**config.mk**
```make
export PLATFORM = sky130hd
export DESIGN_NAME = gvps_div
export DESIGN_NICKNAME = d
export VERILOG_FILES = /design/src/rtl/core/gvps_pkg.sv /design/src/rtl/core/gvps_div.sv
export SDC_FILE = /design/constraint.sdc
export NUM_CORES = 1
export LEC_CHECK = 0
export ABC_AREA = 1
export BUFFER_PORTS_ARGS = -buffer_cell sky130_fd_sc_hd__buf_2
export CAP_MARGIN = 40
export CELL_PAD_IN_SITES_DETAIL_PLACEMENT = 2
export CELL_PAD_IN_SITES_GLOBAL_PLACEMENT = 2
export CORE_MARGIN = 5
export CORE_UTILIZATION = 29
export CTS_CLUSTER_SIZE = 28
export DETAILED_ROUTE_END_ITERATION = 10
export GPL_TIMING_DRIVEN = 0
export PLACE_DENSITY = 0.79
export SYNTH_ARGS = -nofsm -noshare
export SYNTH_HDL_FRONTEND = slang
export SYNTH_SLANG_ARGS = --single-unit
```
**constraint.sdc**
```tcl
create_clock -name clk -period 5.15 [get_ports clk]
set_input_delay 1.545 -clock clk [delete_from_list [all_inputs] [get_ports clk]]
set_output_delay 1.545 -clock clk [all_outputs]
set_load 0.02 [all_outputs]
```
**src/rtl/core/gvps_pkg.sv**
```systemverilog
// Shared types, widths and constants of the Gaussian velocity profile sum.
// Holds the component record, divider and multiplier request and response structs and the
// exp(-w/2) node table. Depends on nothing.
package gvps_pkg;

  localparam int MAX_COMPONENTS  = 8;
  localparam int EXP_TABLE_DEPTH = 256;

  localparam int IDX_W  = (MAX_COMPONENTS > 1) ? $clog2(MAX_COMPONENTS) : 1;
  localparam int CNT_W  = $clog2(MAX_COMPONENTS + 1);
  localparam int CC_W   = 4;
  localparam int SLOT_W = 3;
  localparam int FLUX_W = 48;
  localparam int TDATA_W = 168;

  // Radix-2 divider geometry
  localparam int DIV_DVD_W  = 94;
  localparam int DIV_DEN_W  = 64;
  localparam int DIV_Q_W    = 88;
  localparam int DIV_STEP_W = 7;
  localparam logic [DIV_STEP_W-1:0] DIV_STEPS_Q = 7'd94;
  localparam logic [DIV_STEP_W-1:0] DIV_STEPS_X = 7'd49;
  localparam logic [DIV_STEP_W-1:0] DIV_STEPS_G = 7'd88;

  // Serial multiplier geometry
  localparam int MUL_P_W  = 40;
  localparam int MUL_GI_W = 64;
  localparam int MUL_GF_W = 24;
  localparam int MUL_I_W  = 50;
  localparam int MUL_F_W  = 64;
  localparam logic [6:0] MUL_STEPS = 7'd64;

  // Exp table indexing
  localparam int W_W       = 23;
  localparam int POS_W     = W_W + $clog2(EXP_TABLE_DEPTH);
  localparam int EFRAC_W   = 22;
  localparam int EIDX_W    = POS_W - EFRAC_W;
  localparam int ROM_IDX_W = $clog2(EXP_TABLE_DEPTH + 1);

  localparam logic [30:0] C_KMS_Q12 = 31'd1227949908;
  localparam logic [FLUX_W-1:0] FLUX_MAX = 48'h7FFF_FFFF_FFFF;
  localparam logic [FLUX_W-1:0] FLUX_MIN = 48'h8000_0000_0000;

  // Series argument: node spacing 32/depth in Q0.30
  localparam longint unsigned EXP_X0 = (64'd32 << 30) / EXP_TABLE_DEPTH;

  typedef enum logic {
    OP_LOAD = 1'b0,
    OP_EVAL = 1'b1
  } opcode_t;

  typedef struct packed {
    logic [31:0] sigma;
    logic [31:0] center;
    logic [31:0] amp;
    logic [31:0] rest;
  } comp_t;

  typedef struct packed {
    logic                  start;
    logic [DIV_DVD_W-1:0]  dividend;
    logic [DIV_DEN_W-1:0]  divisor;
    logic [DIV_STEP_W-1:0] steps;
  } div_req_t;

  typedef struct packed {
    logic               busy;
    logic               done;
    logic [DIV_Q_W-1:0] quotient;
  } div_resp_t;

  typedef struct packed {
    logic                start;
    logic [MUL_P_W-1:0]  p;
    logic [MUL_GI_W-1:0] gi;
    logic [MUL_GF_W-1:0] gf;
  } mul_req_t;

  typedef struct packed {
    logic               busy;
    logic               done;
    logic               ovf;
    logic [MUL_I_W-1:0] prod_i;
    logic [MUL_F_W-1:0] prod_f;
  } mul_resp_t;

  typedef logic [30:0] exp_node_t;
  typedef exp_node_t exp_rom_t [EXP_TABLE_DEPTH+1];

  // Long division by a small series index, shift and subtract
  function automatic longint unsigned udiv_small(longint unsigned num,
                                                 longint unsigned den);
    longint unsigned q;
    longint unsigned rem;
    q   = 64'd0;
    rem = 64'd0;
    for (int i = 63; i >= 0; i--) begin
      rem = {rem[62:0], num[i]};
      q   = q << 1;
      if (rem >= den) begin
        rem = rem - den;
        q   = q | 64'd1;
      end
    end
    return q;
  endfunction

  // Node k holds exp(-32k/depth) in Q0.30, stepped by a series-derived ratio
  function automatic exp_rom_t build_exp_rom();
    exp_rom_t        rom;
    longint unsigned x0;
    longint unsigned term;
    longint unsigned step;
    longint          sum;
    x0   = EXP_X0;
    term = 64'd1 << 30;
    sum  = longint'(term);
    for (int n = 1; n <= 24; n++) begin
      term = udiv_small((term * x0) >> 30, 64'(n));
      if (n % 2 == 1) begin
        sum = sum - longint'(term);
      end else begin
        sum = sum + longint'(term);
      end
    end
    step   = (sum < 0) ? 64'd0 : 64'(sum);
    rom[0] = 31'd1073741824;
    for (int k = 1; k <= EXP_TABLE_DEPTH; k++) begin
      rom[k] = 31'(((64'(rom[k-1]) * step) + (64'd1 << 29)) >> 30);
    end
    return rom;
  endfunction

  localparam exp_rom_t EXP_ROM = build_exp_rom();

endpackage

```
**src/rtl/core/gvps_div.sv**
```systemverilog
// Radix-2 restoring divider, one quotient bit per cycle.
// Takes a left-aligned dividend and a step count. Uses gvps_pkg.
module gvps_div (
  input  logic                clk,
  input  logic                rst,
  input  gvps_pkg::div_req_t  req,
  output gvps_pkg::div_resp_t resp
);
  import gvps_pkg::*;

  logic                  busy;
  logic                  done;
  logic [DIV_STEP_W-1:0] cnt;
  logic [DIV_DVD_W-1:0]  dvd;
  logic [DIV_DEN_W-1:0]  dvs;
  logic [DIV_DEN_W-1:0]  rem;
  logic [DIV_Q_W-1:0]    quo;
  logic [DIV_DEN_W:0]    trial;
  logic [DIV_DEN_W:0]    diff;
  logic                  ge;

  assign trial = {rem, dvd[DIV_DVD_W-1]};
  assign diff  = trial - {1'b0, dvs};
  assign ge    = trial >= {1'b0, dvs};

  // Sequence control
  always_ff @(posedge clk) begin
    if (rst) begin
      busy <= 1'b0;
      done <= 1'b0;
      cnt  <= '0;
    end else begin
      done <= 1'b0;
      if (req.start) begin
        busy <= 1'b1;
        cnt  <= req.steps;
      end else if (busy) begin
        cnt <= cnt - 1'b1;
        if (cnt == 7'd1) begin
          busy <= 1'b0;
          done <= 1'b1;
        end
      end
    end
  end

  // Shift and subtract
  always_ff @(posedge clk) begin
    if (req.start) begin
      dvd <= req.dividend;
      dvs <= req.divisor;
      rem <= '0;
      quo <= '0;
    end else if (busy) begin
      dvd <= {dvd[DIV_DVD_W-2:0], 1'b0};
      rem <= ge ? diff[DIV_DEN_W-1:0] : trial[DIV_DEN_W-1:0];
      quo <= {quo[DIV_Q_W-2:0], ge};
    end
  end

  assign resp.busy     = busy;
  assign resp.done     = done;
  assign resp.quotient = quo;

endmodule

```
==> metrics.md <==
| Metric | Value |
|---|---|
| Final setup viols | `0` |
| Hold Crit Class | `flop to flop` |
| Worst Setup Path Type | `input pin to flop` |
| Drt first pass iters | `5` |
| Startpoint types | `input pin` |
| DRT antenna net count | `0` |
| Post-CTS setup buffer count | `0` |
| #FFs+latches synth | `319` |
| Wirelength per Cell | `19.4 um` |
| Total clock sinks | `319` |
| Critical path's top delay family | `buffers and inverters` |
| YS warnings | `0` |
| Core footprint | `63,000 um2` |
| Starting Density | `29.2%` |
| Distinct cells, synth | `42` |
| Vias in the first global route | `19,963` |
| DRT Wirelength | `74.7 mm` |
| Leakage | `11.5 nW` |
| Critical Path RT | `5630 ps` |
| # rows | `92` |
| Clock Latency Late Sink | `590 ps` |
| Die area | `68,500 um2` |
| Register area share after synthesis | `43.4%` |
| Synthesized net count | `2,886` |
| Status | `completed` |
| Mapped Cells | `2,651` |
| CTS tree | `yes` |
| Top Ports | `258` |
| Most used DFF post-synth | `dfxtp_1` |
| Layout cells sized above 1 | `13.3%` |
| Crit-path most repeated cell | `nand2_1` |
| Vias per cell | `4.69` |
| CTS Buf Count | `39` |
| Total global routing overflow | `0` |
| Layout-stage area growth over the synthesis result | `20.2%` |
| Tot Pwr | `0.00623 W` |
| Max Clock Freq | `282 MHz` |
| Gpl congestion | `0.904` |
| First-pass GRT wire length | `113 mm` |
| Initial antenna violation count | `22` |
| I/O Buffers | `256` |
| Avg Cell Area, Syn | `6.93 um2` |
| Slew Viols, Final | `0` |
| GRT Resource Usage Total | `21.2%` |
| Slowest cell on crit path | `nand2_1` |
| Layout Nets | `3,185` |
| Largest net degree at the start of global routing | `66` |
| Max stage delay on crit path | `390 ps` |
| CTS resizes | `0` |
| Post-synth EDFFs | `158` |
| Relative slew slack | `42.3%` |
| Syn Std Cell Area | `18,400 um2` |
| Worst Hold Slack | `468 ps` |
| DP Wirelength | `60.0 mm` |
| Largest fanout on the critical path | `39` |
| CP Capture Type | `flop` |
| Final min period | `3540 ps` |
| Share of synthesized registers carrying an async set or reset | `0%` |
| Reg clk slew, reported paths | `60 ps` |
| Final worst-path cycle share | `68.8%` |
| CP arrival | `4020 ps` |
| Hold Fails Final Rpt | `0` |
| H-tree depth | `2` |
| Chip height | `262 um` |
| PD cells | `282 nW/um2` |
| Crit path cell chain | `buf_4, buf_12, inv_2, nand2_1, clkinv_1, buf_2, buf_1, nand2_1, nand2_1` |
| Hold Buf Count CTS | `0` |
| Fin Setup TNS | `0 ps` |
| Buf/Inv on CP | `6` |
| DR DRC count | `0` |
| Clock Path Buffers | `3` |
| Max-cap violations | `0` |
| Worst slew pin tran | `866 ps` |
| Die width | `262 um` |
| Core Util, Final | `35.1%` |
| Vias | `17,996` |
| RSZ-0062 raised after global routing | `false` |
| Clock root buffer | `clkbuf_16` |
| DRT iter0 DRCs | `755` |
| VDD IR max | `294 uV` |
| Setup clock skew after layout | `27.7 ps` |
## sequential cells by signal, summed over array words and instances (netlist names)
signal  flops
busy        1
rem        64
done        1
dvd        94
cnt         7
dvs        64
quo        88
## worst min-delay path, delay by kind of cell, from the launching register on
kind	cells	cell delay (ps)
compound gates	1	60
flops	1	330
simple gates	1	50
## power breakdown
group          internal (W)  switching (W)  leakage, nW
registers           0.00281      0.0000426         2.89
logic              0.000185       0.000405         8.01
clock network       0.00160        0.00119        0.639
total               0.00459        0.00164         11.5
## synth_stat cells (5+ instances only)
cell type | number | area, um2
nand3b_1 | 13 | 97.6
dfxtp_1 | 161 | 3220
nor2_2 | 15 | 93.8
o21bai_1 | 7 | 52.6
nand4_1 | 17 | 106
xor2_1 | 26 | 228
edfxtp_1 | 158 | 4740
o21ai_0 | 19 | 95.1
nor2_1 | 118 | 443
buf_4 | 5 | 37.5
nand2_2 | 10 | 62.6
o21ai_1 | 5 | 25.0
nand3_1 | 153 | 766
inv_2 | 14 | 52.6
nand2_1 | 1121 | 4210
xnor2_1 | 7 | 61.3
a21oi_1 | 47 | 235
o22ai_1 | 86 | 538
inv_1 | 491 | 1840
buf_2 | 16 | 80.1
buf_6 | 5 | 56.3
nor3_1 | 16 | 80.1
clkbuf_1 | 41 | 154
buf_1 | 8 | 30.0
ha_1 | 66 | 826
## through the flow
stage / std cells / instance area (um2) / setup WS, ps
after global placement: 3753 / 20700 / -2520
final: 3841 / 22100 / 1610
after floorplan: 2651 / 18400 / 236
after CTS: 3827 / 22100 / 1470
after detailed placement: 3755 / 20800 / 804
after global routing: 3832 / 22100 / 1380
## cell type report
type                    instances  area, um2
clock buffers                  54       1120
diodes                         14       35.0
fillers                      7705      40900
clock inverters                18        170
plain buffers                  77        392
multi-input cells            1749       8120
repair buffers                258       1330
inverters                     506       1900
well taps                     846       1060
flip-flops and latches        319       7970
## cells in the final DEF, fill, tap and decap left out, types with 4 or more instances in the layout
master / n
a21oi_1: 47
a31oi_1: 4
buf_1: 8
buf_2: 271
buf_4: 6
buf_6: 5
clkbuf_1: 46
clkbuf_16: 39
clkbuf_8: 9
clkinv_1: 7
clkinv_2: 6
dfxtp_1: 161
diode_2: 14
edfxtp_1: 158
ha_1: 66
inv_1: 491
inv_2: 14
nand2_1: 1121
nand2_2: 10
nand3_1: 153
nand3b_1: 13
nand4_1: 17
nor2_1: 118
nor2_2: 15
nor2_4: 4
nor3_1: 16
o21ai_0: 19
o21ai_1: 5
o21bai_1: 7
o22ai_1: 86
xnor2_1: 7
xor2_1: 26
## kinds of logic after synthesis
kind of cell | after synthesis | share of synthesized area (%)
buf+inv | 583 | 12.4
xor+xnor | 33 | 1.57
simple gates | 1474 | 32.4
flops | 319 | 43.4
compound gates | 175 | 5.60
fa+ha+maj | 67 | 4.60
## layer usage
layer	track usage (%)	wire length, um	vias up
met5	0	113	-
met4	6.35	2180	18
met3	5.42	4260	124
met1	25.5	31500	8766
li1	-	-	8778
met2	37.5	36700	310
## final timing paths
path,startpoint,to,slack [ps],depth (start not counted)
worst min-delay path,quo[87],quo[87],470,2
worst min register to register,quo[87],quo[87],470,2
worst max register to register,dvs[35],rem[44],2030,15
worst max-delay path,req[165],rem[18],1610,9
(Power assumes the default switching activity.)
