## config.mk

```make
export PLATFORM = sky130hd
export DESIGN_NAME = gvps_smul
export DESIGN_NICKNAME = d
export VERILOG_FILES = /design/src/rtl/core/gvps_pkg.sv /design/src/rtl/core/gvps_smul.sv
export SDC_FILE = /design/constraint.sdc
export NUM_CORES = 1
export LEC_CHECK = 0
export ABC_AREA = 1
export BUFFER_PORTS_ARGS = -buffer_cell sky130_fd_sc_hd__buf_4
export CAP_MARGIN = 20
export CORE_MARGIN = 5
export CORE_UTILIZATION = 59
export DETAILED_ROUTE_END_ITERATION = 12
export PLACE_DENSITY_LB_ADDON = 0.05
export SYNTH_ARGS = -nofsm -noshare
export SYNTH_HDL_FRONTEND = slang
export SYNTH_SLANG_ARGS = --single-unit
```

## constraint.sdc

```tcl
create_clock -name clk -period 3.4 [get_ports clk]
set_input_delay 0.17 -clock clk [delete_from_list [all_inputs] [get_ports clk]]
set_output_delay 0.17 -clock clk [all_outputs]
set_load 0.1 [all_outputs]
```

## src/rtl/core/gvps_pkg.sv

```systemverilog
// Shared types, widths and constants of the Gaussian velocity profile sum.
// Holds the component record, divider and multiplier request and response structs and the
// exp(-w/2) node table. Depends on nothing.
package gvps_pkg;

  localparam int MAX_COMPONENTS  = 8;
  localparam int EXP_TABLE_DEPTH = 256;

  localparam int IDX_W  = (MAX_COMPONENTS > 1) ? $clog2(MAX_COMPONENTS) : 1;
  localparam int CNT_W  = $clog2(MAX_COMPONENTS + 1);
  localparam int CC_W   = 4;
  localparam int SLOT_W = 3;
  localparam int FLUX_W = 48;
  localparam int TDATA_W = 168;

  // Radix-2 divider geometry
  localparam int DIV_DVD_W  = 94;
  localparam int DIV_DEN_W  = 64;
  localparam int DIV_Q_W    = 88;
  localparam int DIV_STEP_W = 7;
  localparam logic [DIV_STEP_W-1:0] DIV_STEPS_Q = 7'd94;
  localparam logic [DIV_STEP_W-1:0] DIV_STEPS_X = 7'd49;
  localparam logic [DIV_STEP_W-1:0] DIV_STEPS_G = 7'd88;

  // Serial multiplier geometry
  localparam int MUL_P_W  = 40;
  localparam int MUL_GI_W = 64;
  localparam int MUL_GF_W = 24;
  localparam int MUL_I_W  = 50;
  localparam int MUL_F_W  = 64;
  localparam logic [6:0] MUL_STEPS = 7'd64;

  // Exp table indexing
  localparam int W_W       = 23;
  localparam int POS_W     = W_W + $clog2(EXP_TABLE_DEPTH);
  localparam int EFRAC_W   = 22;
  localparam int EIDX_W    = POS_W - EFRAC_W;
  localparam int ROM_IDX_W = $clog2(EXP_TABLE_DEPTH + 1);

  localparam logic [30:0] C_KMS_Q12 = 31'd1227949908;
  localparam logic [FLUX_W-1:0] FLUX_MAX = 48'h7FFF_FFFF_FFFF;
  localparam logic [FLUX_W-1:0] FLUX_MIN = 48'h8000_0000_0000;

  // Series argument: node spacing 32/depth in Q0.30
  localparam longint unsigned EXP_X0 = (64'd32 << 30) / EXP_TABLE_DEPTH;

  typedef enum logic {
    OP_LOAD = 1'b0,
    OP_EVAL = 1'b1
  } opcode_t;

  typedef struct packed {
    logic [31:0] sigma;
    logic [31:0] center;
    logic [31:0] amp;
    logic [31:0] rest;
  } comp_t;

  typedef struct packed {
    logic                  start;
    logic [DIV_DVD_W-1:0]  dividend;
    logic [DIV_DEN_W-1:0]  divisor;
    logic [DIV_STEP_W-1:0] steps;
  } div_req_t;

  typedef struct packed {
    logic               busy;
    logic               done;
    logic [DIV_Q_W-1:0] quotient;
  } div_resp_t;

  typedef struct packed {
    logic                start;
    logic [MUL_P_W-1:0]  p;
    logic [MUL_GI_W-1:0] gi;
    logic [MUL_GF_W-1:0] gf;
  } mul_req_t;

  typedef struct packed {
    logic               busy;
    logic               done;
    logic               ovf;
    logic [MUL_I_W-1:0] prod_i;
    logic [MUL_F_W-1:0] prod_f;
  } mul_resp_t;

  typedef logic [30:0] exp_node_t;
  typedef exp_node_t exp_rom_t [EXP_TABLE_DEPTH+1];

  // Long division by a small series index, shift and subtract
  function automatic longint unsigned udiv_small(longint unsigned num,
                                                 longint unsigned den);
    longint unsigned q;
    longint unsigned rem;
    q   = 64'd0;
    rem = 64'd0;
    for (int i = 63; i >= 0; i--) begin
      rem = {rem[62:0], num[i]};
      q   = q << 1;
      if (rem >= den) begin
        rem = rem - den;
        q   = q | 64'd1;
      end
    end
    return q;
  endfunction

  // Node k holds exp(-32k/depth) in Q0.30, stepped by a series-derived ratio
  function automatic exp_rom_t build_exp_rom();
    exp_rom_t        rom;
    longint unsigned x0;
    longint unsigned term;
    longint unsigned step;
    longint          sum;
    x0   = EXP_X0;
    term = 64'd1 << 30;
    sum  = longint'(term);
    for (int n = 1; n <= 24; n++) begin
      term = udiv_small((term * x0) >> 30, 64'(n));
      if (n % 2 == 1) begin
        sum = sum - longint'(term);
      end else begin
        sum = sum + longint'(term);
      end
    end
    step   = (sum < 0) ? 64'd0 : 64'(sum);
    rom[0] = 31'd1073741824;
    for (int k = 1; k <= EXP_TABLE_DEPTH; k++) begin
      rom[k] = 31'(((64'(rom[k-1]) * step) + (64'd1 << 29)) >> 30);
    end
    return rom;
  endfunction

  localparam exp_rom_t EXP_ROM = build_exp_rom();

endpackage

```

## src/rtl/core/gvps_smul.sv

```systemverilog
// Bit-serial multiplier of p by the factor gi.gf, MSB first.
// Integer product sets a sticky overflow flag above 2^48. Uses gvps_pkg.
module gvps_smul (
  input  logic                clk,
  input  logic                rst,
  input  gvps_pkg::mul_req_t  req,
  output gvps_pkg::mul_resp_t resp
);
  import gvps_pkg::*;

  localparam logic [MUL_I_W-1:0] LIM = 50'd1 << 48;

  logic                busy;
  logic                done;
  logic [6:0]          cnt;
  logic [MUL_P_W-1:0]  p;
  logic [MUL_GI_W-1:0] gi_sh;
  logic [MUL_GF_W-1:0] gf_sh;
  logic [MUL_I_W-1:0]  ai;
  logic [MUL_F_W-1:0]  af;
  logic                ovf;
  logic [MUL_I_W-1:0]  ai_step;
  logic [MUL_F_W-1:0]  af_step;

  assign ai_step = {ai[MUL_I_W-2:0], 1'b0} + (gi_sh[MUL_GI_W-1] ? MUL_I_W'(p) : '0);
  assign af_step = {af[MUL_F_W-2:0], 1'b0} + (gf_sh[MUL_GF_W-1] ? MUL_F_W'(p) : '0);

  // Sequence control
  always_ff @(posedge clk) begin
    if (rst) begin
      busy <= 1'b0;
      done <= 1'b0;
      cnt  <= '0;
    end else begin
      done <= 1'b0;
      if (req.start) begin
        busy <= 1'b1;
        cnt  <= MUL_STEPS;
      end else if (busy) begin
        cnt <= cnt - 1'b1;
        if (cnt == 7'd1) begin
          busy <= 1'b0;
          done <= 1'b1;
        end
      end
    end
  end

  // Accumulate integer and fraction products
  always_ff @(posedge clk) begin
    if (req.start) begin
      p     <= req.p;
      gi_sh <= req.gi;
      gf_sh <= req.gf;
      ai    <= '0;
      af    <= '0;
      ovf   <= 1'b0;
    end else if (busy) begin
      gi_sh <= {gi_sh[MUL_GI_W-2:0], 1'b0};
      if (!ovf) begin
        ai <= ai_step;
        if (ai_step > LIM) begin
          ovf <= 1'b1;
        end
      end
      if (cnt <= 7'(MUL_GF_W)) begin
        af    <= af_step;
        gf_sh <= {gf_sh[MUL_GF_W-2:0], 1'b0};
      end
    end
  end

  assign resp.busy   = busy;
  assign resp.done   = done;
  assign resp.ovf    = ovf;
  assign resp.prod_i = ai;
  assign resp.prod_f = af;

endmodule

```

==> metrics.yaml <==
pwr:
  intPower_uw: 6430
  p_comb_share_pct: 30.9
  pwr-share-seq_pct: 36.3
  p_leak_uw: 0.0116
  vdd_drop_max_mv: 0.428
  power.share.switching_pct: 38.3
  power.share.clock_pct: 32.9
  switchingPower_uw: 3990
  power.density_mw_per_mm2: 475
timing:
  slew-limit-headroom_pct: 36.7
  fin_skew_ns: 0.0149
  finalCriticalPeriod_ns: 3.25
  timing.setup.tns_ns: 0
  timing.final.crit_share_pct: 95.7
  tightest_slew_ns: 0.949
  hold_viol_final: 0
  fmaxAchievable_ghz: 0.307
  setup_violations: 0
  finalMaxSlewViolations: 0
worst_setup_path:
  path_class: "flip-flop to flip-flop"
  cp_max_fo: 40
  r2r_cells: 18
  regToRegSetupSlack_ns: 0.15
  cp_data_required_time_ns: 3.84
  cp-start-kind: "flip-flop"
  crit_arrival_ns: 3.70
  end_kind: "flip-flop"
  crit-reg2reg-launch: "gi_sh[63]$_DFFE_PP_"
  r2r_end: "ovf$_SDFFE_PP0P_"
clock_tree:
  clk_path_buf_depth: 3
  clkSinkCount: 252
  cts_made_buffers: 29
  cts_tree: "yes"
  htree_num_levels: 1
  clkTransAtPathRegs_ns: 0.07
  clock-root-buffer: "clkbuf_16"
  clk_latency_ns: 0.59
route:
  vias_per_cell: 5.64
  dr.pass1.iters: 6
  wl_mm: 63.4
  route.detailed.drc: 0
  drt-initial-drc-count: 1666
  final_antenna_net_count: 0
  vias: 18800
  wire_per_inst_um: 19.0
finish:
  fin_util_pct: 76.0
  fin_nets: 3136
  area_delta_synth_final_pct: 26.7
  final_cell_area_mm2: 0.0219
  layout-drive-gt1-share_pct: 14.2
global_route:
  grt_usage_pct: 36.9
  grt_pass1_vias: 18400
  gr-total-overflow: 0
  grt_max_degree: 82
  antenna_found_initial: 4
  grt_pass1_wl_mm: 97.9
yosys:
  synthCells: 2561
  ys_seq_elements: 252
  synthTopCellsByArea: "edfxtp_1, nand2_1, dfxtp_1"
  synth_top_area_cell: "edfxtp_1"
  ys_types: 52
  synth_edf_count: 128
  synth_top_area_share_pct: 22.2
  synth_fp_nets: 2774
  ys.flop_type: "edfxtp_1"
  ys_seq_area_share_pct: 36.5
  syn_area_per_cell_um2: 6.76
  async_reset_ff_share_pct: 0
  netlist_area_mm2: 0.0173
  yosysWarnings: 0
status:
  status: "finished, final reports clean"
floorplan:
  std_cell_rows: 62
  die_w_um: 181
  start_util_pct: 60.0
  die_h_um: 181
  core_area_mm2: 0.0289
  io_pins: 248
  dieArea_mm2: 0.0329
place:
  postPlaceCellArea_mm2: 0.0196
  io_buffers: 247
  hpwl_mm: 43.1
  routabilityCongestion: 1.04
hold_path:
  hold_depth: 3
  hp-class: "primary input to flip-flop"
  hold_start: "req[128]"
  hold_end: "busy$_SDFF_PP0_"
job:
  drv_cap: 0
power groups by stage:
stage	clock [µW]	combinational (µW)	sequential [µW]
global placement	0	2920	3790
detailed placement	0	2960	3800
global route	3530	3430	3790
floorplan	0	1300	4630
CTS	3350	3110	3740
finish	3420	3210	3780
cell usage in the layout (no fill, tap or decap), types with 8 or more instances in the layout:
| master | synthesis | routed |
|---|---|---|
| nor2_1 | 140 | 136 |
| o21ai_1 | 14 | 13 |
| o211ai_1 | 57 | 57 |
| buf_4 | 4 | 266 |
| nand2_1 | 951 | 949 |
| nor2_2 | 23 | 25 |
| nor3_2 | 10 | 8 |
| a21oi_1 | 116 | 115 |
| nand2_2 | 16 | 18 |
| nand3_2 | 10 | 10 |
| nand3b_1 | 17 | 17 |
| nor3_1 | 23 | 23 |
| nand4_1 | 25 | 25 |
| clkbuf_1 | 57 | 10 |
| edfxtp_1 | 128 | 128 |
| inv_2 | 10 | 11 |
| clkbuf_16 | 0 | 29 |
| a31oi_1 | 11 | 11 |
| inv_1 | 451 | 450 |
| dfxtp_1 | 124 | 124 |
| ha_1 | 80 | 80 |
| o21ai_0 | 83 | 82 |
| nand3_1 | 82 | 82 |
| o221ai_1 | 8 | 8 |
| xor2_1 | 20 | 20 |
| nor2_4 | 7 | 9 |
| xnor2_1 | 26 | 25 |
| dlygate4sd3_1 | 0 | 129 |
stage by stage:
step | instances | total power [µW] | hold WS (ns) | worst slack [ns]
floorplan | 2561 | 5930 | 0.248 | 0.342
global placement | 3146 | 6720 | 0.348 | 0.180
detailed placement | 3146 | 6770 | 0.349 | 0.206
CTS | 3329 | 10200 | 0.0917 | 0.199
global route | 3334 | 10800 | 0.0904 | -0.00147
finish | 3334 | 10400 | 0.103 | 0.146
registers in the layout, summed over array words and instances (netlist names):
name   count
cnt        7
ai        50
ovf        1
af        64
busy       1
gi_sh     64
p         40
done       1
gf_sh     24
kinds of logic (layout without fill, tap and decap cells):
family	count (synthesis)	in the layout	share of synthesized area [%]
buffers and inverters	529	914	11.6
AO/OA/AOI/OAI	324	324	11.2
flip-flops	252	252	36.5
AND/OR/NAND/NOR	1328	1328	32.4
XOR/XNOR	46	46	2.33
other	0	4	0
adder cells (fa/ha/maj)	82	82	6.01
routing by layer:
layer	GRT usage, %	share of wire [%]	up-vias
met5	0	0	-
met4	21.3	6.7	0
met3	5.99	8.6	256
met1	44.2	37	8597
li1	-	-	8838
met2	62.6	48	1100
worst max-delay path, stage by stage (launching register included):
cell	delay (ns)
edfxtp_1	0.50
buf_12	0.23
nand2_1	0.08
inv_1	0.04
ha_1	0.35
nand2_1	0.22
inv_1	0.07
nand2_1	0.08
nand2_1	0.11
a21oi_1	0.18
nand2_2	0.14
xor2_1	0.26
nand2_1	0.08
nor2_1	0.10
nand3_1	0.15
nor3_4	0.28
nand3_2	0.10
nand3_2	0.07
a21oi_2	0.04
how the worst max path moves through the flow:
| stage | slack (ns) | startpoint | cells after the start | to |
|---|---|---|---|---|
| 5_1_grt | -0.001 | gi_sh[63]$_DFFE_PP_ | 21 | ovf$_SDFFE_PP0P_ |
| 3_5_place_dp | 0.21 | gi_sh[63]$_DFFE_PP_ | 18 | ovf$_SDFFE_PP0P_ |
| 4_1_cts | 0.20 | gi_sh[63]$_DFFE_PP_ | 18 | ovf$_SDFFE_PP0P_ |
| 3_3_place_gp | 0.18 | gi_sh[63]$_DFFE_PP_ | 18 | ovf$_SDFFE_PP0P_ |
| 2_1_floorplan | 0.34 | af[0]$_SDFFE_PP0P_ | 15 | af[63]$_SDFFE_PP0P_ |
| 6_report | 0.15 | gi_sh[63]$_DFFE_PP_ | 18 | ovf$_SDFFE_PP0P_ |
synth_stat cells, types with 17 or more instances:
cell      number
a21oi_1      116
o211ai_1      57
dfxtp_1      124
edfxtp_1     128
clkbuf_1      57
nor2_2        23
nand3_1       82
nor3_1        23
ha_1          80
xnor2_1       26
nand3b_1      17
nand4_1       25
nand2_1      951
nor2_1       140
xor2_1        20
inv_1        451
o21ai_0       83
repair_timing:
action                                  4_1_cts  5_1_grt
setup buffers                                 0        1
endpoints found under the setup margin        0        9
resized for setup                             0       16
hold buffers                                129        0
hold endpoints to repair                    130        0
area by class of cell:
| class | count | area [µm²] |
|---|---|---|
| inverters | 463 | 1740 |
| fillers | 2126 | 6920 |
| well taps | 384 | 480 |
| multi-input cells | 1780 | 9060 |
| diodes | 4 | 10.0 |
| clock inverters | 14 | 218 |
| flip-flops and latches | 252 | 6330 |
| clock buffers | 40 | 777 |
| repair buffers | 397 | 3330 |
No activity file was read; power rests on OpenSTA's default activity.
