<file path="config.mk">
export PLATFORM = sky130hd
export DESIGN_NAME = gvps_comp_ram
export DESIGN_NICKNAME = d
export VERILOG_FILES = /design/src/rtl/core/gvps_pkg.sv /design/src/rtl/core/gvps_comp_ram.sv
export SDC_FILE = /design/constraint.sdc
export NUM_CORES = 1
export LEC_CHECK = 0
export BUFFER_PORTS_ARGS = -buffer_cell sky130_fd_sc_hd__buf_4
export CELL_PAD_IN_SITES_DETAIL_PLACEMENT = 0
export CELL_PAD_IN_SITES_GLOBAL_PLACEMENT = 1
export CORE_MARGIN = 2
export CORE_UTILIZATION = 49
export CTS_CLUSTER_SIZE = 14
export DETAILED_ROUTE_END_ITERATION = 8
export GPL_ROUTABILITY_DRIVEN = 1
export PLACE_DENSITY = 0.86
export SETUP_SLACK_MARGIN = 0.05
export SYNTH_ARGS = -nofsm -noshare
export SYNTH_HDL_FRONTEND = slang
export SYNTH_SLANG_ARGS = --single-unit
</file>
<file path="constraint.sdc">
create_clock -name clk -period 10.1 [get_ports clk]
set_clock_uncertainty 0.05 [all_clocks]
set_input_delay 0.505 -clock clk [delete_from_list [all_inputs] [get_ports clk]]
set_output_delay 0.505 -clock clk [all_outputs]
set_load 0.01 [all_outputs]
</file>
<file path="src/rtl/core/gvps_pkg.sv">
// Shared types, widths and constants of the Gaussian velocity profile sum.
// Holds the component record, divider and multiplier request and response structs and the
// exp(-w/2) node table. Depends on nothing.
package gvps_pkg;

  localparam int MAX_COMPONENTS  = 8;
  localparam int EXP_TABLE_DEPTH = 256;

  localparam int IDX_W  = (MAX_COMPONENTS > 1) ? $clog2(MAX_COMPONENTS) : 1;
  localparam int CNT_W  = $clog2(MAX_COMPONENTS + 1);
  localparam int CC_W   = 4;
  localparam int SLOT_W = 3;
  localparam int FLUX_W = 48;
  localparam int TDATA_W = 168;

  // Radix-2 divider geometry
  localparam int DIV_DVD_W  = 94;
  localparam int DIV_DEN_W  = 64;
  localparam int DIV_Q_W    = 88;
  localparam int DIV_STEP_W = 7;
  localparam logic [DIV_STEP_W-1:0] DIV_STEPS_Q = 7'd94;
  localparam logic [DIV_STEP_W-1:0] DIV_STEPS_X = 7'd49;
  localparam logic [DIV_STEP_W-1:0] DIV_STEPS_G = 7'd88;

  // Serial multiplier geometry
  localparam int MUL_P_W  = 40;
  localparam int MUL_GI_W = 64;
  localparam int MUL_GF_W = 24;
  localparam int MUL_I_W  = 50;
  localparam int MUL_F_W  = 64;
  localparam logic [6:0] MUL_STEPS = 7'd64;

  // Exp table indexing
  localparam int W_W       = 23;
  localparam int POS_W     = W_W + $clog2(EXP_TABLE_DEPTH);
  localparam int EFRAC_W   = 22;
  localparam int EIDX_W    = POS_W - EFRAC_W;
  localparam int ROM_IDX_W = $clog2(EXP_TABLE_DEPTH + 1);

  localparam logic [30:0] C_KMS_Q12 = 31'd1227949908;
  localparam logic [FLUX_W-1:0] FLUX_MAX = 48'h7FFF_FFFF_FFFF;
  localparam logic [FLUX_W-1:0] FLUX_MIN = 48'h8000_0000_0000;

  // Series argument: node spacing 32/depth in Q0.30
  localparam longint unsigned EXP_X0 = (64'd32 << 30) / EXP_TABLE_DEPTH;

  typedef enum logic {
    OP_LOAD = 1'b0,
    OP_EVAL = 1'b1
  } opcode_t;

  typedef struct packed {
    logic [31:0] sigma;
    logic [31:0] center;
    logic [31:0] amp;
    logic [31:0] rest;
  } comp_t;

  typedef struct packed {
    logic                  start;
    logic [DIV_DVD_W-1:0]  dividend;
    logic [DIV_DEN_W-1:0]  divisor;
    logic [DIV_STEP_W-1:0] steps;
  } div_req_t;

  typedef struct packed {
    logic               busy;
    logic               done;
    logic [DIV_Q_W-1:0] quotient;
  } div_resp_t;

  typedef struct packed {
    logic                start;
    logic [MUL_P_W-1:0]  p;
    logic [MUL_GI_W-1:0] gi;
    logic [MUL_GF_W-1:0] gf;
  } mul_req_t;

  typedef struct packed {
    logic               busy;
    logic               done;
    logic               ovf;
    logic [MUL_I_W-1:0] prod_i;
    logic [MUL_F_W-1:0] prod_f;
  } mul_resp_t;

  typedef logic [30:0] exp_node_t;
  typedef exp_node_t exp_rom_t [EXP_TABLE_DEPTH+1];

  // Long division by a small series index, shift and subtract
  function automatic longint unsigned udiv_small(longint unsigned num,
                                                 longint unsigned den);
    longint unsigned q;
    longint unsigned rem;
    q   = 64'd0;
    rem = 64'd0;
    for (int i = 63; i >= 0; i--) begin
      rem = {rem[62:0], num[i]};
      q   = q << 1;
      if (rem >= den) begin
        rem = rem - den;
        q   = q | 64'd1;
      end
    end
    return q;
  endfunction

  // Node k holds exp(-32k/depth) in Q0.30, stepped by a series-derived ratio
  function automatic exp_rom_t build_exp_rom();
    exp_rom_t        rom;
    longint unsigned x0;
    longint unsigned term;
    longint unsigned step;
    longint          sum;
    x0   = EXP_X0;
    term = 64'd1 << 30;
    sum  = longint'(term);
    for (int n = 1; n <= 24; n++) begin
      term = udiv_small((term * x0) >> 30, 64'(n));
      if (n % 2 == 1) begin
        sum = sum - longint'(term);
      end else begin
        sum = sum + longint'(term);
      end
    end
    step   = (sum < 0) ? 64'd0 : 64'(sum);
    rom[0] = 31'd1073741824;
    for (int k = 1; k <= EXP_TABLE_DEPTH; k++) begin
      rom[k] = 31'(((64'(rom[k-1]) * step) + (64'd1 << 29)) >> 30);
    end
    return rom;
  endfunction

  localparam exp_rom_t EXP_ROM = build_exp_rom();

endpackage

</file>
<file path="src/rtl/core/gvps_comp_ram.sv">
// Component table: one synchronous memory of rest, amplitude, center, sigma.
// Single write port, single registered read port. Uses gvps_pkg.
module gvps_comp_ram (
  input  logic                   clk,
  input  logic                   we,
  input  logic [gvps_pkg::IDX_W-1:0] waddr,
  input  gvps_pkg::comp_t        wdata,
  input  logic                   re,
  input  logic [gvps_pkg::IDX_W-1:0] raddr,
  output gvps_pkg::comp_t        rdata
);
  import gvps_pkg::*;

  comp_t mem [MAX_COMPONENTS];

  // Write one component record
  always_ff @(posedge clk) begin
    if (we) begin
      mem[waddr] <= wdata;
    end
  end

  // Registered read
  always_ff @(posedge clk) begin
    if (re) begin
      rdata <= mem[raddr];
    end
  end

endmodule

</file>
==> report_table.html, run 1 <==
<table>
<tr><th>Metric</th><th>Value</th></tr>
<tr><th colspan="2">CTS</th></tr>
<tr><td>Post-CTS Repair Setup Buffers</td><td>0</td></tr>
<tr><td>Latest clock arrival within the worst-skew pair</td><td>approximately 0.68 ns</td></tr>
<tr><td>Clk buf depth</td><td>3</td></tr>
<tr><td>CTS buffer count</td><td>around 110</td></tr>
<tr><td>Root buffer cell</td><td>sky130_fd_sc_hd__clkbuf_16</td></tr>
<tr><td>CTS tree</td><td>done</td></tr>
<tr><td>CTS HTree Levels</td><td>3</td></tr>
<tr><td>Resized Gates After CTS</td><td>0</td></tr>
<tr><td>Sink count of the clock tree</td><td>about 1,200</td></tr>
<tr><td>Clock-pin slew on the worst setup and hold paths</td><td>roughly 0.060 ns</td></tr>
<tr><th colspan="2">Run status</th></tr>
<tr><td>Run status</td><td>complete, no violations</td></tr>
<tr><th colspan="2">Place</th></tr>
<tr><td>Placer's final routability congestion estimate</td><td>about 0.7</td></tr>
<tr><td>I/O Buffers</td><td>roughly 260</td></tr>
<tr><td>Estimated wirelength of the detail-placed design</td><td>between 40 and 50 mm</td></tr>
<tr><th colspan="2">Route</th></tr>
<tr><td>Wire length reported by the detailed router</td><td>between 80 and 90 mm</td></tr>
<tr><td>Starting DRC count in detailed routing</td><td>about 1,300</td></tr>
<tr><td>Routed vias</td><td>between 15,000 and 20,000</td></tr>
<tr><td>DRC errors left</td><td>0</td></tr>
<tr><td>Iteration count of the initial detailed-routing pass</td><td>5</td></tr>
<tr><td>Vias per std cell</td><td>5.64</td></tr>
<tr><td>Antenna-violating nets left</td><td>0</td></tr>
<tr><td>Post-DR wirelength/cell</td><td>25.4 um</td></tr>
<tr><th colspan="2">Synth</th></tr>
<tr><td>Multiplexer fraction of the synthesized cell area</td><td>0.175</td></tr>
<tr><td>Net Count, Synth</td><td>approximately 1,800</td></tr>
<tr><td>Synthesized-area fraction occupied by ao, oa, aoi and oai cells</td><td>0</td></tr>
<tr><td>EDFF count, synth</td><td>between 1,000 and 1,500</td></tr>
<tr><td>Sequential share of the synthesized area</td><td>0.808</td></tr>
<tr><td>Main combinational cell family by area after synthesis</td><td>multiplexers</td></tr>
<tr><td>Fraction of registers with async set or reset after synthesis</td><td>0</td></tr>
<tr><td>Library cells used by synthesis</td><td>17</td></tr>
<tr><td>Synthesized-area fraction occupied by xor and xnor cells</td><td>0</td></tr>
<tr><td>Post-Synth Simple-Gate Area</td><td>0.00137</td></tr>
<tr><td>Post-synthesis instance total</td><td>roughly 1,600</td></tr>
<tr><td>Mean post-synth cell area</td><td>about 26 um2</td></tr>
<tr><td>Ys Warns</td><td>0</td></tr>
<tr><td>Netlist Area Pre-Place</td><td>approximately 0.043 mm2</td></tr>
<tr><td>Flop and latch count out of synthesis</td><td>1,152</td></tr>
<tr><td>Synthesized-area fraction occupied by adder cells</td><td>0</td></tr>
<tr><td>Most instantiated flip-flop cell in the synthesis netlist</td><td>sky130_fd_sc_hd__edfxtp_1</td></tr>
<tr><th colspan="2">Timing</th></tr>
<tr><td>Final critical-path required period</td><td>roughly 3.3 ns</td></tr>
<tr><td>Fin crit share</td><td>0.322</td></tr>
<tr><td>Final number of setup-violating endpoints</td><td>0</td></tr>
<tr><td>Maximum clock rate</td><td>0.307 GHz</td></tr>
<tr><td>Setup TNS Final</td><td>0 ns</td></tr>
<tr><td>Setup repair after global routing missed its margin</td><td>false</td></tr>
<tr><td>Worst-case headroom to the max-slew limit</td><td>0.311</td></tr>
<tr><td>Final number of max-transition violations</td><td>0</td></tr>
<tr><td>Final hold violation count</td><td>0</td></tr>
<tr><td>Actual slew at the worst max-slew pin</td><td>just over 1 ns</td></tr>
<tr><th colspan="2">Finish</th></tr>
<tr><td>Total Nets Final</td><td>between 2,000 and 2,500</td></tr>
<tr><td>Area growth from synthesis to final layout</td><td>18.5%</td></tr>
<tr><td>Layout filler cell count</td><td>5,923</td></tr>
<tr><td>Share of layout cells above drive strength 1</td><td>0.354</td></tr>
<tr><th colspan="2">Job</th></tr>
<tr><td>Max-cap viol count</td><td>0</td></tr>
<tr><th colspan="2">Global routing</th></tr>
<tr><td>First-pass GRT wire length</td><td>126 mm</td></tr>
<tr><td>Largest net degree at the start of global routing</td><td>between 100 and 150</td></tr>
<tr><td>Congestion Overflow GR</td><td>0</td></tr>
<tr><td>GR Util All Layers</td><td>0.189</td></tr>
<tr><td>Number of global-route vias before repair</td><td>a little over 20,000</td></tr>
<tr><td>Number of antenna violations at the first check in global routing</td><td>2</td></tr>
<tr><th colspan="2">Power and ir drop</th></tr>
<tr><td>Sw Share</td><td>0.202</td></tr>
<tr><td>Int Power</td><td>8.12 mW</td></tr>
<tr><td>Combinational share of power</td><td>0.057</td></tr>
<tr><td>Pwr Total</td><td>10.2 mW</td></tr>
<tr><td>Peak supply drop</td><td>0.000176 V</td></tr>
<tr><td>Pwr dens</td><td>200 mW/mm2</td></tr>
<tr><td>Share of total power in the clock network</td><td>0.401</td></tr>
<tr><td>Switching Power</td><td>roughly 2.1 mW</td></tr>
<tr><td>Leakage power summed over all cells</td><td>between 15 and 20 nW</td></tr>
<tr><td>Part of the total power dissipated in sequential elements</td><td>0.542</td></tr>
<tr><th colspan="2">Setup path</th></tr>
<tr><td>Critical path start-end classification</td><td>primary input to flop</td></tr>
<tr><td>Worst EP required</td><td>~10 ns</td></tr>
<tr><td>Launch point of the worst reg-to-reg path</td><td>mem[1][61]</td></tr>
<tr><td>Register-to-Register Setup Slack</td><td>between 8 and 9 ns</td></tr>
<tr><td>Sort of element at the start of the critical path</td><td>primary input</td></tr>
<tr><td>Crit Path Max Fanout</td><td>64</td></tr>
<tr><td>Critical Path Sink Type</td><td>flop</td></tr>
<tr><td>R2r worst-path depth</td><td>2</td></tr>
<tr><td>CP Data Arrival Time</td><td>3.64 ns</td></tr>
<tr><td>Critical R2R Capture</td><td>rdata[61]</td></tr>
<tr><th colspan="2">Floorplanning</th></tr>
<tr><td>Boundary Pins</td><td>about 270</td></tr>
<tr><td>Die W</td><td>about 300 um</td></tr>
<tr><td>Initial core utilization</td><td>0.494</td></tr>
<tr><td>Height of the die</td><td>~300 um</td></tr>
<tr><td>Floorplan Core Area</td><td>around 0.087 mm2</td></tr>
<tr><td>Die outline area</td><td>between 0.08 and 0.09 mm2</td></tr>
<tr><td>Number of core rows</td><td>108</td></tr>
<tr><th colspan="2">Hold path</th></tr>
<tr><td>Min-delay src</td><td>wdata[58]</td></tr>
<tr><td>Worst hold-check path type</td><td>primary input to flop</td></tr>
<tr><td>Hold worst-path end</td><td>mem[1][58]</td></tr>
<tr><td>Number of instances on the worst hold path</td><td>1</td></tr>
</table>
==> critical path, cell delays in order <==
cell and delay (ns):
sky130_fd_sc_hd__buf_8 0.56, sky130_fd_sc_hd__buf_4 0.61, sky130_fd_sc_hd__buf_4 0.90, sky130_fd_sc_hd__mux4_1 0.67, sky130_fd_sc_hd__mux2_2 0.28
==> state kept, by name (all words and copies together), names as in the netlist <==
| register | flops |
|---|---|
| mem | 1024 |
| rdata | 128 |
==> synth_stat cells, types with 3 or more instances <==
library cell               instances  share of area
sky130_fd_sc_hd__clkbuf_1         12         0.0011
sky130_fd_sc_hd__buf_1            13         0.0011
sky130_fd_sc_hd__mux4_1           72          0.044
sky130_fd_sc_hd__buf_8            19         0.0067
sky130_fd_sc_hd__edfxtp_1       1152           0.81
sky130_fd_sc_hd__nand2b_1          3        0.00044
sky130_fd_sc_hd__clkbuf_8         13         0.0042
sky130_fd_sc_hd__buf_2             3        0.00035
sky130_fd_sc_hd__mux2_2          128          0.034
sky130_fd_sc_hd__buf_6             7         0.0018
sky130_fd_sc_hd__mux4_2          184          0.097
sky130_fd_sc_hd__nor2_1            6        0.00053
==> power by group through the flow <==
stage / Clock (mW) / Sequential, mW / Combinational [mW]
final: 4.07 / 5.52 / 0.579
after CTS: 4.15 / 5.52 / 0.588
after detailed placement: 0 / 5.62 / 0.540
after global routing: 4.34 / 5.53 / 0.621
after global placement: 0 / 5.60 / 0.523
after floorplan: 0 / 5.63 / 0.287
==> per-layer routing <==
metal | vias up | wire (um) | global-route usage
met2 | 578 | 44500 | 0.330
li1 | 7990 | - | -
met1 | 10100 | 33300 | 0.238
met4 | 4 | 1680 | 0.0580
met3 | 115 | 5320 | 0.0417
met5 | - | 27 | 0
==> cells by family after synthesis <==
logic type             after synthesis
flip-flops                        1152
multiplexers                       384
buffers and inverters               71
AND/OR/NAND/NOR                     13
==> worst max-delay path by stage <==
stage | to | from | slack [ns]
after floorplan | mem[2][0] | waddr[2] | 3.39
after global placement | rdata[38] | raddr[0] | 6.15
after detailed placement | rdata[18] | raddr[0] | 6.08
after CTS | rdata[25] | raddr[0] | 6.80
final | rdata[39] | raddr[0] | 6.85
after global routing | rdata[39] | raddr[0] | 6.59
==> layout by cell type (no fill, tap or decap) <==
master,count
sky130_fd_sc_hd__nor2_4,6
sky130_fd_sc_hd__inv_6,6
sky130_fd_sc_hd__buf_12,2
sky130_fd_sc_hd__inv_16,2
sky130_fd_sc_hd__mux4_1,72
sky130_fd_sc_hd__nand2_1,2
sky130_fd_sc_hd__clkbuf_1,31
sky130_fd_sc_hd__clkbuf_16,114
sky130_fd_sc_hd__buf_8,2
sky130_fd_sc_hd__nand2b_1,3
sky130_fd_sc_hd__mux4_2,184
sky130_fd_sc_hd__clkinvlp_4,4
sky130_fd_sc_hd__buf_6,2
sky130_fd_sc_hd__nor3_4,2
sky130_fd_sc_hd__mux2_2,128
sky130_fd_sc_hd__clkinv_2,18
sky130_fd_sc_hd__buf_4,289
sky130_fd_sc_hd__bufinv_16,11
sky130_fd_sc_hd__diode_2,2
sky130_fd_sc_hd__clkinv_8,1
sky130_fd_sc_hd__edfxtp_1,1152
sky130_fd_sc_hd__dlygate4sd3_1,127
sky130_fd_sc_hd__clkinv_1,18
==> stage by stage <==
stage          area, um2  utilization  instances  setup WS, ns  hold WS [ns]
2_1_floorplan      42800            -       1620          3.39         0.554
3_3_place_gp       45900        0.529       2999          6.15         0.673
6_report           50800        0.585       3333          6.85        0.0521
4_1_cts            50800        0.585       3331          6.80      0.000418
3_5_place_dp       45900        0.529       2999          6.08         0.687
5_1_grt            50800        0.585       3331          6.59       0.00944
==> layout make-up <==
| class | count | area [um2] | area share |
|---|---|---|---|
| Antenna cell | 2 | 5.00 | 0.0000986 |
| Clock buffer | 145 | 2970 | 0.0585 |
| Clock inverter | 60 | 627 | 0.0123 |
| Multi-Input combinational cell | 397 | 7600 | 0.150 |
| Sequential cell | 1152 | 34600 | 0.681 |
| Tap cell | 1155 | 1450 | 0.0285 |
| Timing Repair Buffer | 422 | 3530 | 0.0696 |
==> what timing repair did <==
item                       in CTS  in global routing
hold buffers                  127                  0
setup endpoints to repair       0                  0
hold endpoints to repair     1016                  0
Power figures use the tool's default switching activity.
==> run 2, diff against run 1 <==
ABC_AREA = 1   (was default)
PLACE_DENSITY = 0.91   (was 0.86)
clock period = 3 ns   (was 10.1 ns; I/O delays follow)
==> run 2 against run 1 <==
  * Die area increased by 13%
  * Critical path depth is 2 higher
  * Clock power grew to 3.4 times the previous value
  * Register-to-register slack worse by 6.8 ns
  * Synthesized cell count grew to 2.8 times the previous value
  * First-iteration DRC count up 98%
  * Non-clock buffer count rose by 30
  * Clock-buffer cell count shrank 6
  * Hold slack got worse by 0.0065 ns
  * Design area up 12%
==> report_table.html, run 2 <==
<table>
<tr><th>Metric</th><th>Value</th></tr>
<tr><th colspan="2">Run status</th></tr>
<tr><td>Run status</td><td>complete, no violations</td></tr>
<tr><th colspan="2">Global routing</th></tr>
<tr><td>Number of antenna violations at the first check in global routing</td><td>9</td></tr>
<tr><td>GRT met3 Usage</td><td>0.0343</td></tr>
<tr><td>Number of global-route vias before repair</td><td>approximately 30,000</td></tr>
<tr><td>Met2 global-route usage</td><td>0.360</td></tr>
<tr><td>GR Util All Layers</td><td>0.214</td></tr>
<tr><td>GRT Max-Usage Layer</td><td>met2</td></tr>
<tr><td>GR Util met1</td><td>0.288</td></tr>
<tr><td>First-pass GRT wire length</td><td>roughly 170 mm</td></tr>
<tr><td>Largest net degree at the start of global routing</td><td>131</td></tr>
<tr><td>Congestion Overflow GR</td><td>0</td></tr>
<tr><th colspan="2">Route</th></tr>
<tr><td>Antenna-violating nets left</td><td>0</td></tr>
<tr><td>DRC errors left</td><td>0</td></tr>
<tr><td>Vias per std cell</td><td>4.85</td></tr>
<tr><td>Starting DRC count in detailed routing</td><td>2,551</td></tr>
<tr><td>Post-DR wirelength/cell</td><td>approximately 17 um</td></tr>
<tr><td>Iteration count of the initial detailed-routing pass</td><td>6</td></tr>
<tr><td>Wire length reported by the detailed router</td><td>around 110 mm</td></tr>
<tr><td>Routed vias</td><td>approximately 31,000</td></tr>
<tr><th colspan="2">Synth</th></tr>
<tr><td>Post-synth top area cell</td><td>sky130_fd_sc_hd__edfxtp_1</td></tr>
<tr><td>Main combinational cell family by area after synthesis</td><td>simple AND/OR/NAND/NOR gates</td></tr>
<tr><td>Post-Synth Simple-Gate Area</td><td>0.183</td></tr>
<tr><td>Synthesized-area fraction occupied by ao, oa, aoi and oai cells</td><td>0</td></tr>
<tr><td>Flop and latch count out of synthesis</td><td>1,152</td></tr>
<tr><td>Library cells used by synthesis</td><td>11</td></tr>
<tr><td>Ys Warns</td><td>0</td></tr>
<tr><td>Synthesized-area fraction occupied by adder cells</td><td>0</td></tr>
<tr><td>Most common cell in the synthesized netlist</td><td>sky130_fd_sc_hd__nand2_1</td></tr>
<tr><td>Post-synthesis instance total</td><td>around 4,600</td></tr>
<tr><td>Net Count, Synth</td><td>4,707</td></tr>
<tr><td>Netlist Area Pre-Place</td><td>just under 0.05 mm2</td></tr>
<tr><td>Fraction of registers with async set or reset after synthesis</td><td>0</td></tr>
<tr><td>Mean post-synth cell area</td><td>~11 um2</td></tr>
<tr><td>EDFF count, synth</td><td>1,152</td></tr>
<tr><td>Most area-consuming cells after synthesis</td><td>sky130_fd_sc_hd__edfxtp_1 72%, sky130_fd_sc_hd__nand2_1 13%, sky130_fd_sc_hd__inv_1 8.0%</td></tr>
<tr><td>Synthesized-area fraction occupied by xor and xnor cells</td><td>0</td></tr>
<tr><td>Sequential share of the synthesized area</td><td>0.715</td></tr>
<tr><td>Share of the synthesized area in the top cell type</td><td>0.715</td></tr>
<tr><td>Multiplexer fraction of the synthesized cell area</td><td>0</td></tr>
<tr><td>Most instantiated flip-flop cell in the synthesis netlist</td><td>sky130_fd_sc_hd__edfxtp_1</td></tr>
<tr><td>Top cells by count, synth</td><td>1,670 x sky130_fd_sc_hd__nand2_1, 1,152 x sky130_fd_sc_hd__edfxtp_1, 1,028 x sky130_fd_sc_hd__inv_1</td></tr>
<tr><th colspan="2">CTS</th></tr>
<tr><td>Clock-pin slew on the worst setup and hold paths</td><td>approximately 0.06 ns</td></tr>
<tr><td>CTS buffer count</td><td>approximately 120</td></tr>
<tr><td>CTS tree</td><td>done</td></tr>
<tr><td>Latest clock arrival within the worst-skew pair</td><td>around 0.7 ns</td></tr>
<tr><td>Clk buf depth</td><td>3</td></tr>
<tr><td>Sink count of the clock tree</td><td>1,152</td></tr>
<tr><td>Resized Gates After CTS</td><td>0</td></tr>
<tr><td>Root buffer cell</td><td>sky130_fd_sc_hd__clkbuf_16</td></tr>
<tr><td># hold bufs at CTS</td><td>between 100 and 150</td></tr>
<tr><td>Post-CTS Repair Setup Buffers</td><td>0</td></tr>
<tr><td>CTS HTree Levels</td><td>3</td></tr>
<tr><th colspan="2">Place</th></tr>
<tr><td>Post-Place Worst Slack</td><td>roughly 1.1 ns</td></tr>
<tr><td>Placed cell area</td><td>approximately 0.052 mm2</td></tr>
<tr><td>Estimated wirelength of the detail-placed design</td><td>about 54 mm</td></tr>
<tr><td>I/O Buffers</td><td>~260</td></tr>
<tr><td>Placer's final routability congestion estimate</td><td>0.754</td></tr>
<tr><th colspan="2">Setup path</th></tr>
<tr><td>CP Cell Sequence</td><td>dlygate4sd3_1, buf_4, inv_1, nand2_1, dlygate4sd3_1, nor2_4, buf_12</td></tr>
<tr><td>Critical Path Max Stage Delay</td><td>between 0.6 and 0.7 ns</td></tr>
<tr><td>Critical path start-end classification</td><td>primary input to flop</td></tr>
<tr><td>Crit Path Max Fanout</td><td>just under 80</td></tr>
<tr><td>Launch point of the worst reg-to-reg path</td><td>mem[2][29]</td></tr>
<tr><td>Cell type with the highest occurrence count on the critical path</td><td>sky130_fd_sc_hd__dlygate4sd3_1</td></tr>
<tr><td>Worst EP required</td><td>3.26 ns</td></tr>
<tr><td>CP Data Arrival Time</td><td>2.41 ns</td></tr>
<tr><td>Sort of element at the start of the critical path</td><td>primary input</td></tr>
<tr><td>Register-to-Register Setup Slack</td><td>around 1.8 ns</td></tr>
<tr><td>Slowest cell on crit path</td><td>sky130_fd_sc_hd__dlygate4sd3_1</td></tr>
<tr><td>Critical Path Sink Type</td><td>flop</td></tr>
<tr><td>Worst setup path startpoint</td><td>waddr[2]</td></tr>
<tr><th colspan="2">Timing</th></tr>
<tr><td>Setup slack of the critical path after layout</td><td>about 0.85 ns</td></tr>
<tr><td>Maximum clock rate</td><td>approximately 0.47 GHz</td></tr>
<tr><td>Worst-case headroom to the max-slew limit</td><td>0.383</td></tr>
<tr><td>Fin crit share</td><td>0.717</td></tr>
<tr><td>Final number of max-transition violations</td><td>0</td></tr>
<tr><td>Final hold violation count</td><td>0</td></tr>
<tr><td>Final number of setup-violating endpoints</td><td>0</td></tr>
<tr><td>Final critical-path required period</td><td>2.15 ns</td></tr>
<tr><td>Setup repair after global routing missed its margin</td><td>false</td></tr>
<tr><td>Min Hold Slack</td><td>~0.046 ns</td></tr>
<tr><td>Actual slew at the worst max-slew pin</td><td>roughly 0.93 ns</td></tr>
<tr><th colspan="2">Finish</th></tr>
<tr><td>Most common library cell in the layout ignoring fill and taps</td><td>sky130_fd_sc_hd__nand2_1</td></tr>
<tr><td>Area growth from synthesis to final layout</td><td>17.6%</td></tr>
<tr><td>Total Nets Final</td><td>just over 5,000</td></tr>
<tr><td>Layout filler cell count</td><td>a little under 8,000</td></tr>
<tr><td>Registers with the most flip-flops</td><td>mem (1024), rdata (128)</td></tr>
<tr><td>Area of all placed cells without fillers</td><td>about 0.057 mm2</td></tr>
<tr><td>Register bank with the most flops</td><td>mem</td></tr>
<tr><td>Share of layout cells above drive strength 1</td><td>0.0958</td></tr>
<tr><td>Max reg flops</td><td>slightly above 1,000</td></tr>
<tr><td>Highest-count cells in the layout ignoring fill and taps</td><td>1,670 x sky130_fd_sc_hd__nand2_1, 1,152 x sky130_fd_sc_hd__edfxtp_1, 1,027 x sky130_fd_sc_hd__inv_1</td></tr>
<tr><td>Utilization of the core after routing</td><td>0.579</td></tr>
<tr><th colspan="2">Power and ir drop</th></tr>
<tr><td>Leakage power summed over all cells</td><td>about 26 nW</td></tr>
<tr><td>Peak supply drop</td><td>around 0.0005 V</td></tr>
<tr><td>Pwr Total</td><td>about 35 mW</td></tr>
<tr><td>Pwr dens</td><td>a little over 600 mW/mm2</td></tr>
<tr><th colspan="2">Hold path</th></tr>
<tr><td>Min-delay src</td><td>raddr[2]</td></tr>
<tr><td>Worst hold-check path type</td><td>primary input to flop</td></tr>
<tr><th colspan="2">Floorplanning</th></tr>
<tr><td>Height of the die</td><td>318 um</td></tr>
<tr><td>Floorplan Core Area</td><td>approximately 0.098 mm2</td></tr>
<tr><td>Die W</td><td>between 300 and 400 um</td></tr>
<tr><td>Die outline area</td><td>roughly 0.10 mm2</td></tr>
<tr><td>Initial core utilization</td><td>0.493</td></tr>
<tr><td>Boundary Pins</td><td>265</td></tr>
<tr><td>Number of core rows</td><td>roughly 120</td></tr>
<tr><th colspan="2">Job</th></tr>
<tr><td>Max-cap viol count</td><td>0</td></tr>
</table>
run 2: cell count changes in the layout (fill, tap and decap cells not counted), sizes merged, moves of 5 or more:
| cell | previous run | this run |
|---|---|---|
| mux4 | 256 | 0 |
| dlygate4sd3 | 127 | 132 |
| clkinv | 37 | 46 |
| mux2 | 128 | 0 |
| diode | 2 | 9 |
| buf | 295 | 319 |
| inv | 8 | 1036 |
| nand2 | 2 | 1670 |
| clkbuf | 145 | 140 |
| nand3 | 0 | 512 |
run 2: cell type report:
class,instances,area (um2),share of cell area
well taps,1287,1610,0.0283
clock buffers,139,3010,0.0529
multi-input cells,2190,8920,0.157
diodes,9,22.5,0.000396
flip-flops and latches,1152,34600,0.608
clock inverters,68,612,0.0108
inverters,1030,3900,0.0685
repair buffers,452,4200,0.0738
run 2: final timing paths:
| path | cells past startpoint | end |
|---|---|---|
| worst min register to register | 6 | rdata[15] |
| worst min-delay path | 4 | rdata[20] |
| worst max-delay path | 7 | mem[3][84] |
| worst max register to register | 6 | rdata[29] |
run 2: metal layers:
metal,routed length [um],vias up
met1,46600,14500
li1,-,15100
met5,34,-
met2,52200,917
met3,7180,174
met4,2020,6
run 2: power by group:
group / leakage [nW] / internal, mW / total [mW] / switching [mW]
logic: 13.2 / 0.898 / 2.52 / 1.62
clock network: 1.75 / 7.96 / 13.8 / 5.86
registers: 10.6 / 18.4 / 18.6 / 0.170
run 2: cell families (layout without fill, tap and decap cells):
kind of cell           after synthesis  after routing
flip-flops                        1152           1152
other                                0              9
buffers and inverters             1228           1689
AND/OR/NAND/NOR                   2190           2190
run 2: through the flow:
step	setup TNS [ns]	cells
finish	0	6327
global route	0	6323
global placement	0	5979
detailed placement	0	5979
floorplan	-1030.49	4570
CTS	0	6318
run 2: worst max-delay path, delay by kind of cell:
kind / cells / cell delay, ns
buf+inv: 5 / 1.85
simple gates: 2 / 0.31
